File: config.mk
export PLATFORM = sky130hd
export DESIGN_NAME = rtd_out
export DESIGN_NICKNAME = d
export VERILOG_FILES = /design/src/hdl/rtd_pkg.sv /design/src/hdl/rtd_out.sv
export VERILOG_INCLUDE_DIRS = /design/src /design/src/hdl
export SDC_FILE = /design/constraint.sdc
export NUM_CORES = 1
export LEC_CHECK = 0
export BUFFER_PORTS_ARGS = -buffer_cell sky130_fd_sc_hd__buf_2
export CAP_MARGIN = 20
export CORE_MARGIN = 2
export CORE_UTILIZATION = 38
export DETAILED_ROUTE_END_ITERATION = 12
export PLACE_DENSITY = 0.79
export SLEW_MARGIN = 15
export SYNTH_ARGS = -nofsm -noshare
export SYNTH_HDL_FRONTEND = slang
export SYNTH_SLANG_ARGS = --single-unit
File: constraint.sdc
create_clock -name clk_i -period 1.7 [get_ports clk_i]
set_clock_uncertainty 0.2 [all_clocks]
set_input_delay 0.085 -clock clk_i [delete_from_list [all_inputs] [get_ports clk_i]]
set_output_delay 0.085 -clock clk_i [all_outputs]
set_load 0.005 [all_outputs]
File: src/hdl/assert_macros.svh
// ----------------------------------------------------------------------------
// assertion macros shared by the rtd conversion modules
// ----------------------------------------------------------------------------
`ifndef ASSERT_MACROS_SVH
`define ASSERT_MACROS_SVH

// expects clk_i and rst_ni in the using module
`define RTD_ASSERT(lbl, prop) \
  lbl: assert property (@(posedge clk_i) disable iff (!rst_ni) (prop)) \
    else $error("rtd assertion failed");

`define RTD_ASSERT_NEXT(lbl, ante, cons) \
  lbl: assert property (@(posedge clk_i) disable iff (!rst_ni) (ante) |=> (cons)) \
    else $error("rtd assertion failed");

`endif

File: src/hdl/rtd_pkg.sv
// ----------------------------------------------------------------------------
// rtd_pkg
// types, widths and polynomial coefficient tables of the rtd converter
// ----------------------------------------------------------------------------
package rtd_pkg;

  localparam int RES_W     = 22;
  localparam int X_W       = 24;
  localparam int ACC_W     = 32;
  localparam int TEMP_W    = 18;
  localparam int MUL_SHIFT = 24;
  localparam int OUT_SHIFT = 11;
  localparam int IN_NORM   = 14;
  localparam int MAX_TERMS = 8;

  localparam int IN_SCALE_PT100  = 9;
  localparam int IN_SCALE_PT1000 = 12;

  localparam logic [RES_W-1:0] ZERO_PT100  = RES_W'(100000);
  localparam logic [RES_W-1:0] ZERO_PT1000 = RES_W'(1000000);

  localparam logic signed [TEMP_W-1:0] TEMP_MAX = {1'b0, {(TEMP_W-1){1'b1}}};
  localparam logic signed [TEMP_W-1:0] TEMP_MIN = {1'b1, {(TEMP_W-1){1'b0}}};

  typedef enum logic {
    SENSOR_PT100  = 1'b0,
    SENSOR_PT1000 = 1'b1
  } rtd_sensor_e;

  typedef logic signed [ACC_W-1:0] rtd_acc_t;
  typedef rtd_acc_t rtd_row_t [MAX_TERMS];

  localparam rtd_row_t POS_PT100 = '{
    -32'sd50339727, 32'sd253398830, 32'sd56041043, -32'sd9105619,
    32'sd27181954, 32'sd0, 32'sd0, 32'sd0};
  localparam rtd_row_t POS_PT1000 = '{
    -32'sd50339727, 32'sd202719064, 32'sd35866267, -32'sd4662077,
    32'sd11133728, 32'sd0, 32'sd0, 32'sd0};
  localparam rtd_row_t NEG_PT100 = '{
    -32'sd49579803, 32'sd239176079, 32'sd141883352, -32'sd173485967,
    32'sd0, 32'sd0, 32'sd0, 32'sd0};
  localparam rtd_row_t NEG_PT1000 = '{
    -32'sd49579803, 32'sd191340863, 32'sd90805345, -32'sd88824815,
    32'sd0, 32'sd0, 32'sd0, 32'sd0};

  typedef struct packed {
    logic [X_W-1:0] x;
    rtd_sensor_e    sensor;
    logic           upper;
  } rtd_ctx_t;

  typedef struct packed {
    rtd_ctx_t ctx;
    rtd_acc_t acc;
  } rtd_beat_t;

  // coefficient of one horner position; terms past the polynomial degree are zero
  function automatic rtd_acc_t rtd_coef(input logic upper, input rtd_sensor_e sensor,
                                        input int idx, input int pos_terms,
                                        input int neg_terms);
    rtd_acc_t c;
    c = '0;
    if (upper) begin
      if (idx < pos_terms) begin
        c = (sensor == SENSOR_PT1000) ? POS_PT1000[idx] : POS_PT100[idx];
      end
    end else begin
      if (idx < neg_terms) begin
        c = (sensor == SENSOR_PT1000) ? NEG_PT1000[idx] : NEG_PT100[idx];
      end
    end
    return c;
  endfunction

endpackage

File: src/hdl/rtd_out.sv
// ----------------------------------------------------------------------------
// rtd_out
// final arithmetic shift, 18-bit saturation and output register
// ----------------------------------------------------------------------------
`include "assert_macros.svh"

module rtd_out import rtd_pkg::*; (
  input  logic                     clk_i,
  input  logic                     rst_ni,
  input  logic                     valid_i,
  output logic                     ready_o,
  input  rtd_beat_t                beat_i,
  output logic                     valid_o,
  input  logic                     ready_i,
  output logic signed [TEMP_W-1:0] temp_o
);

  localparam int HI = OUT_SHIFT + TEMP_W - 1;

  logic [ACC_W-1:HI]        top_bits;
  logic                     ovf;
  logic signed [TEMP_W-1:0] temp_d, temp_q;
  logic                     v_q;

  always_comb begin
    top_bits = beat_i.acc[ACC_W-1:HI];
    // shifted value fits only if the bits above its sign all match
    ovf = !((&top_bits) || !(|top_bits));
    if (ovf) begin
      temp_d = beat_i.acc[ACC_W-1] ? TEMP_MIN : TEMP_MAX;
    end else begin
      temp_d = beat_i.acc[HI:OUT_SHIFT];
    end
  end

  assign ready_o = !v_q || ready_i;
  assign valid_o = v_q;
  assign temp_o  = temp_q;

  always_ff @(posedge clk_i or negedge rst_ni) begin
    if (!rst_ni) begin
      v_q <= 1'b0;
    end else if (ready_o) begin
      v_q <= valid_i;
    end
  end

  always_ff @(posedge clk_i) begin
    if (ready_o && valid_i) begin
      temp_q <= temp_d;
    end
  end

  // floor shift and clamp both keep the sign of the sum
  `RTD_ASSERT_NEXT(a_sign_kept, valid_i && ready_o, temp_q[TEMP_W-1] == $past(beat_i.acc[ACC_W-1]))

endmodule

==> run metrics <==
RSZ-0062 raised after global routing false; CTS Buf Count 3; clock network power share 22.9%; H-Tree Depth 1; register area share after synthesis 56.6%; DRC violations left 0; Achievable Freq 0.699 GHz; GRT Overall Usage 15.9%; DRT iter0 DRCs 26; Final Hold Viols 0; # resized after CTS 0; core area 0.00248 mm^2; WHS 2.94 ps; YS warnings 0; Crit Path Max Fanout 2; Chip Height 55.3 um; worst-case headroom to the max-slew limit 65.4%; I/O pin cnt 82; clock slew seen by the registers of the worst setup and hold paths 110 ps; Mapped Nets 147; Yosys cell types 15; Clock Sinks 19; Fin Setup TNS 0 ps; Worst setup SP type primary input; final WL 2.43 mm; hpwl dp 1.49 mm; WL/cell 14.0 um; area grow syn2layout 42.5%; Site Rows 18; nets 206; Net Sw Frac 24.8%; layout cell share with drive strength beyond 1 36.4%; CTS tree done; final setup fails 0; Data required, critical path 1690 ps; Post-DRT Antenna Nets 0; first-pass GRT wire length 3.93 mm; crit share post-route 84.1%; WS Path Type in -> reg; Peak VDD IR 0.000425 V; first-pass detailed-route iteration total 4; GRT overflow 0; Syn Inst Count 85; leakage 0.000550 uW; vias per std cell 5.25; Die Area 0.00305 mm^2; maxcap violations 0; vias in the first global route 876; internal cell power 748 uW; # diodes 0; gpl congestion 0.703; crit end category register; hold crit path type in -> reg; DIE WIDTH 55.3 um; Root Buffer clkbuf_4; Sequential Power Share 56.3%; Tmin final 1430 ps; Seq cells post-synth 19; PD cells 700 mW/mm^2; combinational share of power 20.8%; Slew Viols, Final 0; R2R Setup Slk 270 ps; initial antenna violation count 0; status complete, no violations; Worst Path Arrival 1420 ps; Port Buf Inserts 44; sw power 247 uW; Clock Latency Late Sink 290 ps; total number of vias 908; starting density of the core 40.3%; Avg Inst Size Synth 11.7 um^2; largest net degree at the start of global routing 35; Mapped Area 998 um^2; Slew @ Worst Pin 518 ps; Max Root-Sink Buffers 2
[cell usage after synthesis]
cell	n	area (um^2)
edfxtp_1	18	541
a21boi_0	16	120
nor3_1	16	80.1
nor4_1	16	100
buf_2	7	35.0
buf_4	2	15.0
nand2b_1	2	12.5
a21boi_1	1	7.51
a21boi_4	1	18.8
and2_1	1	6.26
buf_6	1	11.3
clkbuf_1	1	3.75
dfrtp_1	1	25.0
nor3_2	1	10.0
nor4_2	1	12.5
[flip-flops by register name (all words and copies together), names as in the netlist]
register,cells
temp_o,18
valid_o,1
[per-stage QoR]
stage | setup WS [ps] | instances | power, uW | cell area [um^2] | util, %
final | 270 | 173 | 995 | 1420 | 57.4
after global routing | 201 | 173 | 1030 | 1420 | 57.4
after CTS | 273 | 173 | 993 | 1420 | 57.4
after detailed placement | 307 | 150 | 742 | 1210 | 48.7
after global placement | 354 | 150 | 733 | 1210 | 48.7
after floorplan | 129 | 85 | 669 | 998 | -
[worst max-delay path, stage by stage]
cell           delay, ps
dlygate4sd3_1        530
buf_2                120
nand2b_1             120
dlygate4sd3_1        560
[routing by layer]
metal  up-vias  track usage [%]  part of all wire (%)
met2        28             28.4                    52
met4         0             5.92                   1.2
met5         -                0                     0
met3         4             1.64                   3.8
li1        452                -                     -
met1       424             19.6                    43
[cells in the final DEF (no fill, tap or decap)]
cell	Yosys	final
a21boi_0	16	16
a21boi_1	1	1
a21boi_4	1	1
and2_1	1	1
buf_2	7	44
buf_4	2	2
clkbuf_1	1	1
clkbuf_4	0	3
dfrtp_1	1	1
dlygate4sd3_1	0	19
edfxtp_1	18	18
nand2b_1	2	2
nor3_1	16	16
nor3_2	1	1
nor4_1	16	16
nor4_2	1	1
[path summary, 6_finish.rpt]
kind                                  from        end  cells past startpoint
worst min-delay path            beat_i[12]  temp_o[1]                      3
worst min register to register     valid_o  temp_o[3]                      3
worst max register to register     valid_o    valid_o                      3
max in group asynchronous           rst_ni    valid_o                      3
min in group asynchronous           rst_ni    valid_o                      3
worst max-delay path               valid_i    valid_o                      4
[kinds of logic (layout without fill, tap and decap cells)]
logic type	Yosys count	in the layout	synth area share [%]
buf+inv	11	69	6.52
compound gates	18	18	14.7
simple gates	37	37	22.2
flops	19	19	56.6
[timing repair]
action,in CTS,in global routing
hold buffers,19,0
setup buffers,0,0
hold endpoints to repair,17,0
[power by group through the flow]
| stage | Sequential, uW | Clock, uW | Combinational (uW) |
|---|---|---|---|
| 2_1_floorplan | 576 | 0 | 93.3 |
| 3_3_place_gp | 570 | 0 | 164 |
| 3_5_place_dp | 571 | 0 | 171 |
| 4_1_cts | 561 | 227 | 205 |
| 5_1_grt | 563 | 241 | 226 |
| 6_report | 561 | 228 | 207 |
[final cells by class]
type / instances / area (um^2)
clock buffer: 4 / 26.3
fill: 209 / 1050
multi-input combinational: 55 / 368
sequential: 19 / 566
tap: 30 / 37.5
timing repair buffer: 65 / 425
(Power assumes the default switching activity.)
