--- src/hdl/assert_macros.svh ---
// ----------------------------------------------------------------------------
// assertion macros shared by the rtd conversion modules
// ----------------------------------------------------------------------------
`ifndef ASSERT_MACROS_SVH
`define ASSERT_MACROS_SVH

// expects clk_i and rst_ni in the using module
`define RTD_ASSERT(lbl, prop) \
  lbl: assert property (@(posedge clk_i) disable iff (!rst_ni) (prop)) \
    else $error("rtd assertion failed");

`define RTD_ASSERT_NEXT(lbl, ante, cons) \
  lbl: assert property (@(posedge clk_i) disable iff (!rst_ni) (ante) |=> (cons)) \
    else $error("rtd assertion failed");

`endif

--- src/hdl/rtd_pkg.sv ---
// ----------------------------------------------------------------------------
// rtd_pkg
// types, widths and polynomial coefficient tables of the rtd converter
// ----------------------------------------------------------------------------
package rtd_pkg;

  localparam int RES_W     = 22;
  localparam int X_W       = 24;
  localparam int ACC_W     = 32;
  localparam int TEMP_W    = 18;
  localparam int MUL_SHIFT = 24;
  localparam int OUT_SHIFT = 11;
  localparam int IN_NORM   = 14;
  localparam int MAX_TERMS = 8;

  localparam int IN_SCALE_PT100  = 9;
  localparam int IN_SCALE_PT1000 = 12;

  localparam logic [RES_W-1:0] ZERO_PT100  = RES_W'(100000);
  localparam logic [RES_W-1:0] ZERO_PT1000 = RES_W'(1000000);

  localparam logic signed [TEMP_W-1:0] TEMP_MAX = {1'b0, {(TEMP_W-1){1'b1}}};
  localparam logic signed [TEMP_W-1:0] TEMP_MIN = {1'b1, {(TEMP_W-1){1'b0}}};

  typedef enum logic {
    SENSOR_PT100  = 1'b0,
    SENSOR_PT1000 = 1'b1
  } rtd_sensor_e;

  typedef logic signed [ACC_W-1:0] rtd_acc_t;
  typedef rtd_acc_t rtd_row_t [MAX_TERMS];

  localparam rtd_row_t POS_PT100 = '{
    -32'sd50339727, 32'sd253398830, 32'sd56041043, -32'sd9105619,
    32'sd27181954, 32'sd0, 32'sd0, 32'sd0};
  localparam rtd_row_t POS_PT1000 = '{
    -32'sd50339727, 32'sd202719064, 32'sd35866267, -32'sd4662077,
    32'sd11133728, 32'sd0, 32'sd0, 32'sd0};
  localparam rtd_row_t NEG_PT100 = '{
    -32'sd49579803, 32'sd239176079, 32'sd141883352, -32'sd173485967,
    32'sd0, 32'sd0, 32'sd0, 32'sd0};
  localparam rtd_row_t NEG_PT1000 = '{
    -32'sd49579803, 32'sd191340863, 32'sd90805345, -32'sd88824815,
    32'sd0, 32'sd0, 32'sd0, 32'sd0};

  typedef struct packed {
    logic [X_W-1:0] x;
    rtd_sensor_e    sensor;
    logic           upper;
  } rtd_ctx_t;

  typedef struct packed {
    rtd_ctx_t ctx;
    rtd_acc_t acc;
  } rtd_beat_t;

  // coefficient of one horner position; terms past the polynomial degree are zero
  function automatic rtd_acc_t rtd_coef(input logic upper, input rtd_sensor_e sensor,
                                        input int idx, input int pos_terms,
                                        input int neg_terms);
    rtd_acc_t c;
    c = '0;
    if (upper) begin
      if (idx < pos_terms) begin
        c = (sensor == SENSOR_PT1000) ? POS_PT1000[idx] : POS_PT100[idx];
      end
    end else begin
      if (idx < neg_terms) begin
        c = (sensor == SENSOR_PT1000) ? NEG_PT1000[idx] : NEG_PT100[idx];
      end
    end
    return c;
  endfunction

endpackage

--- src/hdl/rtd_prep.sv ---
// ----------------------------------------------------------------------------
// rtd_prep
// input scaling, saturation, branch select and leading coefficient
// ----------------------------------------------------------------------------
`include "assert_macros.svh"

module rtd_prep import rtd_pkg::*; #(
  parameter int COEF_IDX  = 4,
  parameter int POS_TERMS = 5,
  parameter int NEG_TERMS = 4
) (
  input  logic             clk_i,
  input  logic             rst_ni,
  input  logic             valid_i,
  output logic             ready_o,
  input  logic [RES_W-1:0] resistance_i,
  input  rtd_sensor_e      sensor_i,
  output logic             valid_o,
  input  logic             ready_i,
  output rtd_beat_t        beat_o
);

  localparam int XS_W = RES_W + IN_NORM - IN_SCALE_PT100;

  logic [XS_W-1:0] xs;
  logic [X_W-1:0]  x;
  logic            upper;
  rtd_beat_t       beat_d, beat_q;
  logic            v_q;

  always_comb begin
    if (sensor_i == SENSOR_PT1000) begin
      xs    = XS_W'(resistance_i) << (IN_NORM - IN_SCALE_PT1000);
      upper = resistance_i > ZERO_PT1000;
    end else begin
      xs    = XS_W'(resistance_i) << (IN_NORM - IN_SCALE_PT100);
      upper = resistance_i > ZERO_PT100;
    end
    x = (|xs[XS_W-1:X_W]) ? '1 : xs[X_W-1:0];
    beat_d.ctx.x      = x;
    beat_d.ctx.sensor = sensor_i;
    beat_d.ctx.upper  = upper;
    beat_d.acc        = rtd_coef(upper, sensor_i, COEF_IDX, POS_TERMS, NEG_TERMS);
  end

  assign ready_o = !v_q || ready_i;
  assign valid_o = v_q;
  assign beat_o  = beat_q;

  always_ff @(posedge clk_i or negedge rst_ni) begin
    if (!rst_ni) begin
      v_q <= 1'b0;
    end else if (ready_o) begin
      v_q <= valid_i;
    end
  end

  always_ff @(posedge clk_i) begin
    if (ready_o && valid_i) begin
      beat_q <= beat_d;
    end
  end

  // pt1000 shift never reaches the saturation limit
  `RTD_ASSERT(a_pt1000_unsat, v_q && beat_q.ctx.sensor == SENSOR_PT1000 |-> beat_q.ctx.x[1:0] == 2'b00)
  `RTD_ASSERT(a_upper_nonzero, v_q && beat_q.ctx.upper |-> beat_q.ctx.x != '0)

endmodule

--- config.mk ---
export PLATFORM = sky130hd
export DESIGN_NAME = rtd_prep
export DESIGN_NICKNAME = d
export VERILOG_FILES = /design/src/hdl/rtd_pkg.sv /design/src/hdl/rtd_prep.sv
export VERILOG_INCLUDE_DIRS = /design/src /design/src/hdl
export SDC_FILE = /design/constraint.sdc
export NUM_CORES = 1
export LEC_CHECK = 0
export BUFFER_PORTS_ARGS = -buffer_cell sky130_fd_sc_hd__buf_4
export CORE_MARGIN = 2
export CORE_UTILIZATION = 47
export CTS_CLUSTER_DIAMETER = 60
export DETAILED_ROUTE_END_ITERATION = 7
export PLACE_DENSITY_LB_ADDON = 0.05
export SLEW_MARGIN = 0
export SYNTH_ARGS = -nofsm -noshare
export SYNTH_HDL_FRONTEND = slang
export SYNTH_SLANG_ARGS = --single-unit
--- constraint.sdc ---
create_clock -name clk_i -period 2.5 [get_ports clk_i]
set_clock_uncertainty 0.15 [all_clocks]
set_input_delay 0.25 -clock clk_i [delete_from_list [all_inputs] [get_ports clk_i]]
set_output_delay 0.25 -clock clk_i [all_outputs]
set_load 0.005 [all_outputs]
==> results of run 1 <==
layer usage:
layer  GRT usage  vias up
li1            -      543
met1       0.198      526
met2       0.272       64
met3      0.0567        6
met4      0.0559        0
met5           0        -
cell usage in the layout, fill, tap and decap left out, drive strengths merged, types with 2 or more instances in the layout:
| cell type | synthesis | layout |
|---|---|---|
| buf | 34 | 71 |
| clkbuf | 0 | 6 |
| clkinv | 1 | 2 |
| conb | 1 | 16 |
| dlygate4sd3 | 0 | 2 |
| edfxtp | 28 | 28 |
| nand2 | 3 | 3 |
| nand2b | 3 | 3 |
| nor2 | 3 | 3 |
| nor3 | 6 | 6 |
| nor4 | 3 | 3 |
| o21a | 2 | 2 |
| o21ai | 4 | 4 |
| o21bai | 3 | 3 |
| o22a | 15 | 15 |
| or4 | 4 | 4 |
state kept, by name, summed over array words and instances, names as in the netlist:
register / cells
valid_o: 1
beat_o: 28
final cells by class:
class | count | area, um2 | area share
multi-input cells | 72 | 462 | 0.232
clock buffers | 6 | 41.3 | 0.0208
repair buffers | 73 | 553 | 0.278
inverters | 2 | 7.51 | 0.00378
well taps | 44 | 55.1 | 0.0277
flip-flops and latches | 29 | 866 | 0.435
clock inverters | 1 | 3.75 | 0.00189
cells by family after synthesis:
group	after synthesis
buffers and inverters	36
AO/OA/AOI/OAI	29
flip-flops	29
AND/OR/NAND/NOR	27
other	1
power by group through the flow:
| stage | registers, mW | logic, mW | clock network (mW) |
|---|---|---|---|
| floorplan | 0.590 | 0.0966 | 0 |
| global placement | 0.586 | 0.176 | 0 |
| detailed placement | 0.587 | 0.179 | 0 |
| CTS | 0.577 | 0.182 | 0.256 |
| global route | 0.580 | 0.197 | 0.281 |
| finish | 0.576 | 0.180 | 0.250 |
worst paths after layout:
check,startpoint,endpoint,slack (ns),depth (start not counted)
max,sensor_i,beat_o[49],0.91,3
min,sensor_i,beat_o[33],0.06,1
max reg2reg,valid_o,beat_o[46],1.07,3
min reg2reg,valid_o,valid_o,0.39,2
max in group asynchronous,rst_ni,valid_o,2.01,2
min in group asynchronous,rst_ni,valid_o,0.11,2
timing repair:
item | in CTS | in global routing
setup endpoints to repair | 0 | 0
hold buffers | 2 | 0
endpoints found under the hold margin | 2 | 0
worst max-delay path: stages:
cell and delay [ns]:
buf_4 0.16, or4_1 0.81, o22a_1 0.28
==> metrics.md, run 1 <==
| Metric | Value |
|---|---|
| Layout cells sized above 1 | `0.432` |
| DR top layer | `met4` |
| Worst setup SP type | `input port` |
| MaxCap Viol Count | `0` |
| Number of global-route vias before repair | `919` |
| WL/cell | `13.6 um` |
| DP Worst Slack | `0.596 ns` |
| Total internal power | `0.767 mW` |
| Final core occ | `0.646` |
| Clock Power Share | `0.249` |
| Sequential Power Share | `0.572` |
| Core area | `0.00308 mm2` |
| Setup crit end kind | `flop` |
| Unique masters post-synth | `32` |
| Global-route wire length before repair | `4330 um` |
| Worst Tran Pin Value | `0.573 ns` |
| Via-to-Cell Ratio | `5.02` |
| Sw Share | `0.239` |
| Mapped Area | `0.00154 mm2` |
| Power per cell area | `507 mW/mm2` |
| Largest net degree at the start of global routing | `29` |
| Routed wl met2 | `1480 um` |
| M1 WL | `1270 um` |
| CTS max path bufs | `2` |
| Initial drt markers | `19` |
| Final #Nets | `210` |
| Run status | `finished, final reports clean` |
| Count of flip-flops with a built-in enable after synthesis | `28` |
| Cell area after placement | `0.00192 mm2` |
| WL met3 | `301 um` |
| Multiplexer share of the synthesized area | `0` |
| Max-slew headroom | `0.618` |
| I/O Pins | `87` |
| Register area share after synthesis | `0.562` |
| Overflow after GRT | `0` |
| GP Congestion | `0.825` |
| Drt drc | `0` |
| #FFs+latches synth | `29` |
| CTS tree | `built` |
| RSZ-0062 raised after global routing | `no` |
| PortBufs | `70` |
| Clk Latency, worst-skew pair | `0.31 ns` |
| Worst-path fanout max | `17` |
| Setup TNS | `0 ns` |
| Cell taking the most area after synthesis | `edfxtp_1` |
| Post-Synth Adder-Cell Area | `0` |
| Synth Area per Inst | `12.6 um2` |
| Die Ht | `61.3 um` |
| N_diodes | `0` |
| Worst Hold Slack | `0.0642 ns` |
| Net switching power | `0.241 mW` |
| Pins Over Slew Limit | `0` |
| Primary FF master, synth | `edfxtp_1` |
| Min-delay worst type | `input port to flop` |
| Final Critical Period | `1.59 ns` |
| CP arrival | `1.50 ns` |
| Initial Utilization | `0.501` |
| DP HPWL | `2250 um` |
| Ys async rst share | `0.0345` |
| Die Footprint | `0.00375 mm2` |
| Leak Pwr | `0.803 nW` |
| Final Cell Area | `0.00199 mm2` |
| Top cell type's share of synthesized area | `0.545` |
| Critical path class | `input port to flop` |
| CTS sink count | `29` |
| Final WS setup | `0.910 ns` |
| Power Total | `1.01 mW` |
| VDD IR max | `359 uV` |
| Most numerous cell in the Yosys netlist | `buf_4` |
| Fillers | `270` |
| Clock slew at reported path FFs | `0.09 ns` |
| Final hold vios | `0` |
| Largest family of logic cells by synthesized area | `buffers and inverters` |
| Synth Instances | `122` |
| Initial antenna violation count | `0` |
| Simple-gate share of the synthesized area | `0.110` |
| H-tree depth | `2` |
| Complex-gate fraction of the synthesized area | `0.151` |
| Final Non-Filler Cells | `227` |
| Final setup viols | `0` |
| Comb pwr share | `0.179` |
| Setup repair bufs after CTS | `0` |
| DR vias | `1,139` |
| Crit path required time | `2.41 ns` |
| Post-Synth XOR/XNOR Area | `0` |
| Total track usage | `0.163` |
| Clock buffer count from CTS | `5` |
| Placed Cells | `218` |
| Clock Tree Root | `clkbuf_4` |
| Row cnt | `20` |
| Period utilisation layout | `0.636` |
| CTS-repair resized insts | `0` |
| Largest cells by area after synthesis | `edfxtp_1, buf_4, o22a_1` |
| Die span in x | `61.3 um` |
| Area delta synth->final | `29.0%` |
| Final WL | `3080 um` |
| Achievable Freq | `629 MHz` |
| Most frequent cells after synthesis | `buf_4, edfxtp_1, o22a_1` |
| DR pass1 iterations | `4` |
| Synth warnings | `0` |
| ANT nets after route | `0` |
Note: power is estimated with default switching activity, not from simulation.
==> inputs of run 2 (changes only) <==
--- a/config.mk
+++ b/config.mk
@@ -8,7 +8,7 @@
 export LEC_CHECK = 0
 export BUFFER_PORTS_ARGS = -buffer_cell sky130_fd_sc_hd__buf_4
 export CORE_MARGIN = 2
-export CORE_UTILIZATION = 47
+export CORE_UTILIZATION = 44
 export CTS_CLUSTER_DIAMETER = 60
 export DETAILED_ROUTE_END_ITERATION = 7
 export PLACE_DENSITY_LB_ADDON = 0.05
==> constraint.sdc (replaced) <==
create_clock -name clk_i -period 1.5 [get_ports clk_i]
set_clock_uncertainty 0.15 [all_clocks]
set_input_delay 0.15 -clock clk_i [delete_from_list [all_inputs] [get_ports clk_i]]
set_output_delay 0.15 -clock clk_i [all_outputs]
set_load 0.005 [all_outputs]
==> metrics.md, run 2 (same netlist as run 1, synthesis figures left out) <==
| Metric | Value |
|---|---|
| Clock slew at reported path FFs | `0.08 ns` |
| Via-to-Cell Ratio | `4.85` |
| Clk Latency, worst-skew pair | `0.32 ns` |
| Setup TNS | `0 ns` |
| Crit path required time | `1.56 ns` |
| Pins Over Slew Limit | `0` |
| N_diodes | `0` |
| I/O Pins | `87` |
| Leak Pwr | `0.944 nW` |
| Clock buffer count from CTS | `5` |
| Layout cells sized above 1 | `0.458` |
| VDD IR max | `529 uV` |
| Final #Nets | `240` |
| Hold Path Stages | `2` |
| Final hold vios | `0` |
| Worst setup SP type | `input port` |
| Run status | `finished, final reports clean` |
| Worst-path fanout max | `2` |
| Final core occ | `0.676` |
| Period utilisation layout | `0.947` |
| DR vias | `1,260` |
| Setup crit end kind | `flop` |
| Overflow after GRT | `0` |
| R2r endpoint | `valid_o` |
| Fillers | `270` |
| Critical path class | `input port to flop` |
| MaxCap Viol Count | `0` |
| Core area | `0.00336 mm2` |
| Achievable Freq | `704 MHz` |
| Endpoint, Worst Hold | `beat_o[48]` |
| Max reg flops | `28` |
| CTS tree | `built` |
| Initial drt markers | `41` |
| Setup repair bufs after CTS | `0` |
| Row cnt | `21` |
| R2r startpoint | `valid_o` |
| Die Ht | `63.2 um` |
| PortBufs | `70` |
| H-tree depth | `2` |
| Worst Hold Slack | `0.00909 ns` |
| Initial Utilization | `0.458` |
| Min-delay worst type | `input port to flop` |
| Most frequent cells in the layout | `buf_4, edfxtp_1, conb_1` |
| Commonest non-fill, non-tap cell in the layout | `buf_4` |
| Worst reg2reg path depth | `3` |
| Global-route wire length before repair | `5520 um` |
| Drt drc | `0` |
| WL/cell | `13.5 um` |
| Total track usage | `0.182` |
| Multi-input logic area | `469 um2` |
| Final WS setup | `0.0801 ns` |
| Initial antenna violation count | `0` |
| Final setup viols | `0` |
| Power per cell area | `777 mW/mm2` |
| CTS max path bufs | `2` |
| DP HPWL | `2460 um` |
| Worst Hold Launch | `resistance_i[9]` |
| DP Worst Slack | `-0.255 ns` |
| Seq. cell area | `866 um2` |
| Area delta synth->final | `47.4%` |
| Die Footprint | `0.00399 mm2` |
| Clock Tree Root | `clkbuf_4` |
| Final Critical Period | `1.42 ns` |
| R2R Setup Slk | `0.14 ns` |
| CP arrival | `1.48 ns` |
| Largest net degree at the start of global routing | `29` |
| ANT nets after route | `0` |
| CTS sink count | `29` |
| Final WL | `3500 um` |
| DR pass1 iterations | `4` |
| RSZ-0062 raised after global routing | `no` |
| Die span in x | `63.2 um` |
| Number of global-route vias before repair | `1,183` |
| GP Congestion | `0.853` |
[run 2: changes by cell type in the layout (fill, tap and decap cells not counted), sizes merged]
cell         change
buf             +17
clkbuf           +2
clkinv           -1
dlygate4sd3     +13
[run 2: timing repair]
action                                 CTS  global route
hold buffers                            12             3
endpoints found under the hold margin    9             4
resized for setup                        0             0
[run 2: layout make-up]
type | count | area share
clock buffers | 8 | 0.0215
inverters | 2 | 0.00330
multi-input cells | 72 | 0.206
flip-flops and latches | 29 | 0.381
well taps | 46 | 0.0253
repair buffers | 103 | 0.362
[run 2: power breakdown]
part,internal [mW],switching (mW)
logic,0.219,0.149
registers,0.943,0.0177
clock network,0.186,0.250
[run 2: worst max-delay path, cell delays in order]
cell and delay, ns:
dlygate4sd3_1 0.53, buf_4 0.13, nand2b_1 0.12, dlygate4sd3_1 0.55
[run 2: how the worst max path moves through the flow]
| stage | start | endpoint | slack [ns] |
|---|---|---|---|
| global placement | resistance_i[3] | beat_o[23] | -0.20 |
| floorplan | resistance_i[3] | beat_o[23] | -0.01 |
| global route | resistance_i[3] | beat_o[23] | 0.06 |
| finish | valid_i | valid_o | 0.08 |
| detailed placement | resistance_i[3] | beat_o[23] | -0.26 |
| CTS | valid_i | valid_o | 0.08 |
[run 2: through the flow]
stage	instance area, um2	total power [mW]	cells
floorplan	1610	1.14	137
global placement	2070	1.31	237
detailed placement	2070	1.32	237
CTS	2240	1.77	257
global route	2270	1.87	260
finish	2270	1.76	260
[run 2: routing by layer]
layer  wire, um  global-route usage  vias to the layer above
li1           -                   -                      603
met1       1480               0.219                      587
met2       1690               0.293                       65
met3        292              0.0821                        5
met4         42              0.0571                        0
met5          0                   0                        -
==> inputs of run 3 (changes only) <==
--- a/config.mk
+++ b/config.mk
@@ -12,6 +12,7 @@
 export CTS_CLUSTER_DIAMETER = 60
 export DETAILED_ROUTE_END_ITERATION = 7
 export PLACE_DENSITY_LB_ADDON = 0.05
+export SETUP_SLACK_MARGIN = 0.3
 export SLEW_MARGIN = 0
 export SYNTH_ARGS = -nofsm -noshare
 export SYNTH_HDL_FRONTEND = slang
==> metrics.md, run 3 (same netlist as run 1, synthesis figures left out) <==
| Metric | Value |
|---|---|
| Run status | `finished, final reports clean` |
| Worst reg2reg path depth | `2` |
| WL met3 | `281 um` |
| R2r endpoint | `beat_o[36]` |
| Core area | `0.00336 mm2` |
| Worst Hold Slack | `0.0245 ns` |
| Overflow after GRT | `0` |
| Layout cells sized above 1 | `0.484` |
| Final #Nets | `239` |
| Multi-input logic area | `532 um2` |
| Clock Power Share | `0.251` |
| Worst Hold Launch | `resistance_i[2]` |
| Row cnt | `21` |
| Achievable Freq | `742 MHz` |
| PortBufs | `70` |
| Number of global-route vias before repair | `1,147` |
| RSZ-0062 raised after global routing | `yes` |
| Max reg flops | `28` |
| Leak Pwr | `0.971 nW` |
| Sequential Power Share | `0.532` |
| Final setup viols | `0` |
| Min-delay worst type | `input port to flop` |
| Total track usage | `0.192` |
| Via-to-Cell Ratio | `5.07` |
| Hold Path Stages | `3` |
| Final WL | `4000 um` |
| Crit path buf inv count | `1` |
| CP Depth | `5` |
| Setup TNS | `0 ns` |
| Setup crit start | `resistance_i[3]` |
| DR vias | `1,313` |
| Clock buffer count from CTS | `5` |
| Die Ht | `63.2 um` |
| Power per cell area | `780 mW/mm2` |
| R2R Setup Slk | `0.26 ns` |
| Initial Utilization | `0.458` |
| Setup crit end kind | `flop` |
| MaxCap Viol Count | `0` |
| DP HPWL | `2470 um` |
| Slowest stage cell, crit path | `or4_4` |
| Pins Over Slew Limit | `0` |
| Routed wl met2 | `1960 um` |
| Area delta synth->final | `51.1%` |
| Most frequent CP cell | `or4_4` |
| CTS sink count | `29` |
| Fillers | `261` |
| Clk Latency, worst-skew pair | `0.33 ns` |
| Initial drt markers | `41` |
| Sw Share | `0.250` |
| Die span in x | `63.2 um` |
| Comb pwr share | `0.218` |
| N_diodes | `0` |
| Final hold vios | `0` |
| Endpoint, Worst Hold | `beat_o[38]` |
| M1 WL | `1690 um` |
| Crit-path cells | `buf_6 > or4_4 > nor4b_4 > or4_4 > nand3b_1` |
| Seq. cell area | `866 um2` |
| DR top layer | `met4` |
| Worst setup SP type | `input port` |
| Largest net degree at the start of global routing | `19` |
| Clock Tree Root | `clkbuf_4` |
| Initial antenna violation count | `0` |
| ANT nets after route | `0` |
| Final Critical Period | `1.35 ns` |
| DR pass1 iterations | `4` |
| Commonest non-fill, non-tap cell in the layout | `buf_4` |
| Critical path's largest stage delay | `0.56 ns` |
| Drt drc | `0` |
| H-tree depth | `2` |
| WL/cell | `15.4 um` |
| Most frequent cells in the layout | `buf_4, edfxtp_1, conb_1` |
| R2r startpoint | `valid_o` |
| Die Footprint | `0.00399 mm2` |
| Critical path class | `input port to flop` |
| Global-route wire length before repair | `5770 um` |
| Crit path required time | `1.42 ns` |
| VDD IR max | `502 uV` |
| Net switching power | `0.455 mW` |
| Worst-path fanout max | `2` |
| GP Congestion | `0.803` |
| CTS max path bufs | `2` |
| CTS tree | `built` |
| I/O Pins | `87` |
| Clock slew at reported path FFs | `0.09 ns` |
| Crit path max-delay family | `simple AND/OR/NAND/NOR gates` |
| Total internal power | `1.36 mW` |
| CP arrival | `1.27 ns` |
| Period utilisation layout | `0.898` |
==> run 3: cell types whose count changed in the layout (fill, tap and decap cells not counted), moves of 2 or more <==
cell | previous run | this run
buf_4 | 87 | 72
buf_6 | 0 | 13
and2_4 | 0 | 4
or4_4 | 1 | 4
dlygate4sd3_1 | 15 | 13
or4_1 | 3 | 1
==> run 3: per-layer routing <==
metal / vias up / GRT usage
met4: 0 / 0.0734
met5: - / 0
met1: 631 / 0.238
met2: 71 / 0.318
met3: 5 / 0.0536
li1: 606 / -
==> run 3: worst max path at each step <==
stage	slack [ns]	endpoint
floorplan	-0.01	beat_o[23]
global placement	-0.19	beat_o[23]
detailed placement	-0.26	beat_o[23]
CTS	0.14	beat_o[23]
global route	0.12	beat_o[23]
finish	0.15	beat_o[23]
==> run 3: through the flow <==
| step | instance area (um2) | util | power, mW | setup WS (ns) | std cells |
|---|---|---|---|---|---|
| global route | 2330 | 0.693 | 1.88 | 0.115 | 259 |
| global placement | 2040 | 0.606 | 1.30 | -0.194 | 233 |
| CTS | 2290 | 0.680 | 1.80 | 0.139 | 258 |
| floorplan | 1610 | - | 1.15 | -0.0134 | 137 |
| detailed placement | 2040 | 0.606 | 1.31 | -0.259 | 233 |
| finish | 2330 | 0.693 | 1.82 | 0.152 | 259 |
==> run 3: area by class of cell <==
cell class	count	area share
clock buffers	8	0.0209
inverters	2	0.00376
multi-input cells	76	0.228
flip-flops and latches	29	0.372
well taps	46	0.0247
repair buffers	98	0.351
==> run 3: what timing repair did <==
action,in CTS,in global routing
pin swaps,5,3
hold endpoints to repair,13,0
gates resized for setup,11,9
cloned,3,1
hold buffers,13,0
buffers inserted,1,0
endpoints found under the setup margin,51,66
==> run 3: power by group through the flow <==
stage	Sequential [mW]	Clock (mW)	Combinational (mW)
2_1_floorplan	0.982	0	0.165
3_3_place_gp	0.978	0	0.326
3_5_place_dp	0.979	0	0.327
5_1_grt	0.970	0.488	0.422
6_report	0.966	0.456	0.395
4_1_cts	0.963	0.453	0.381
==> run 3: tightest hold or removal path: stages <==
cell    delay (ns)
buf_6         0.07
buf_4         0.09
o21a_1        0.09
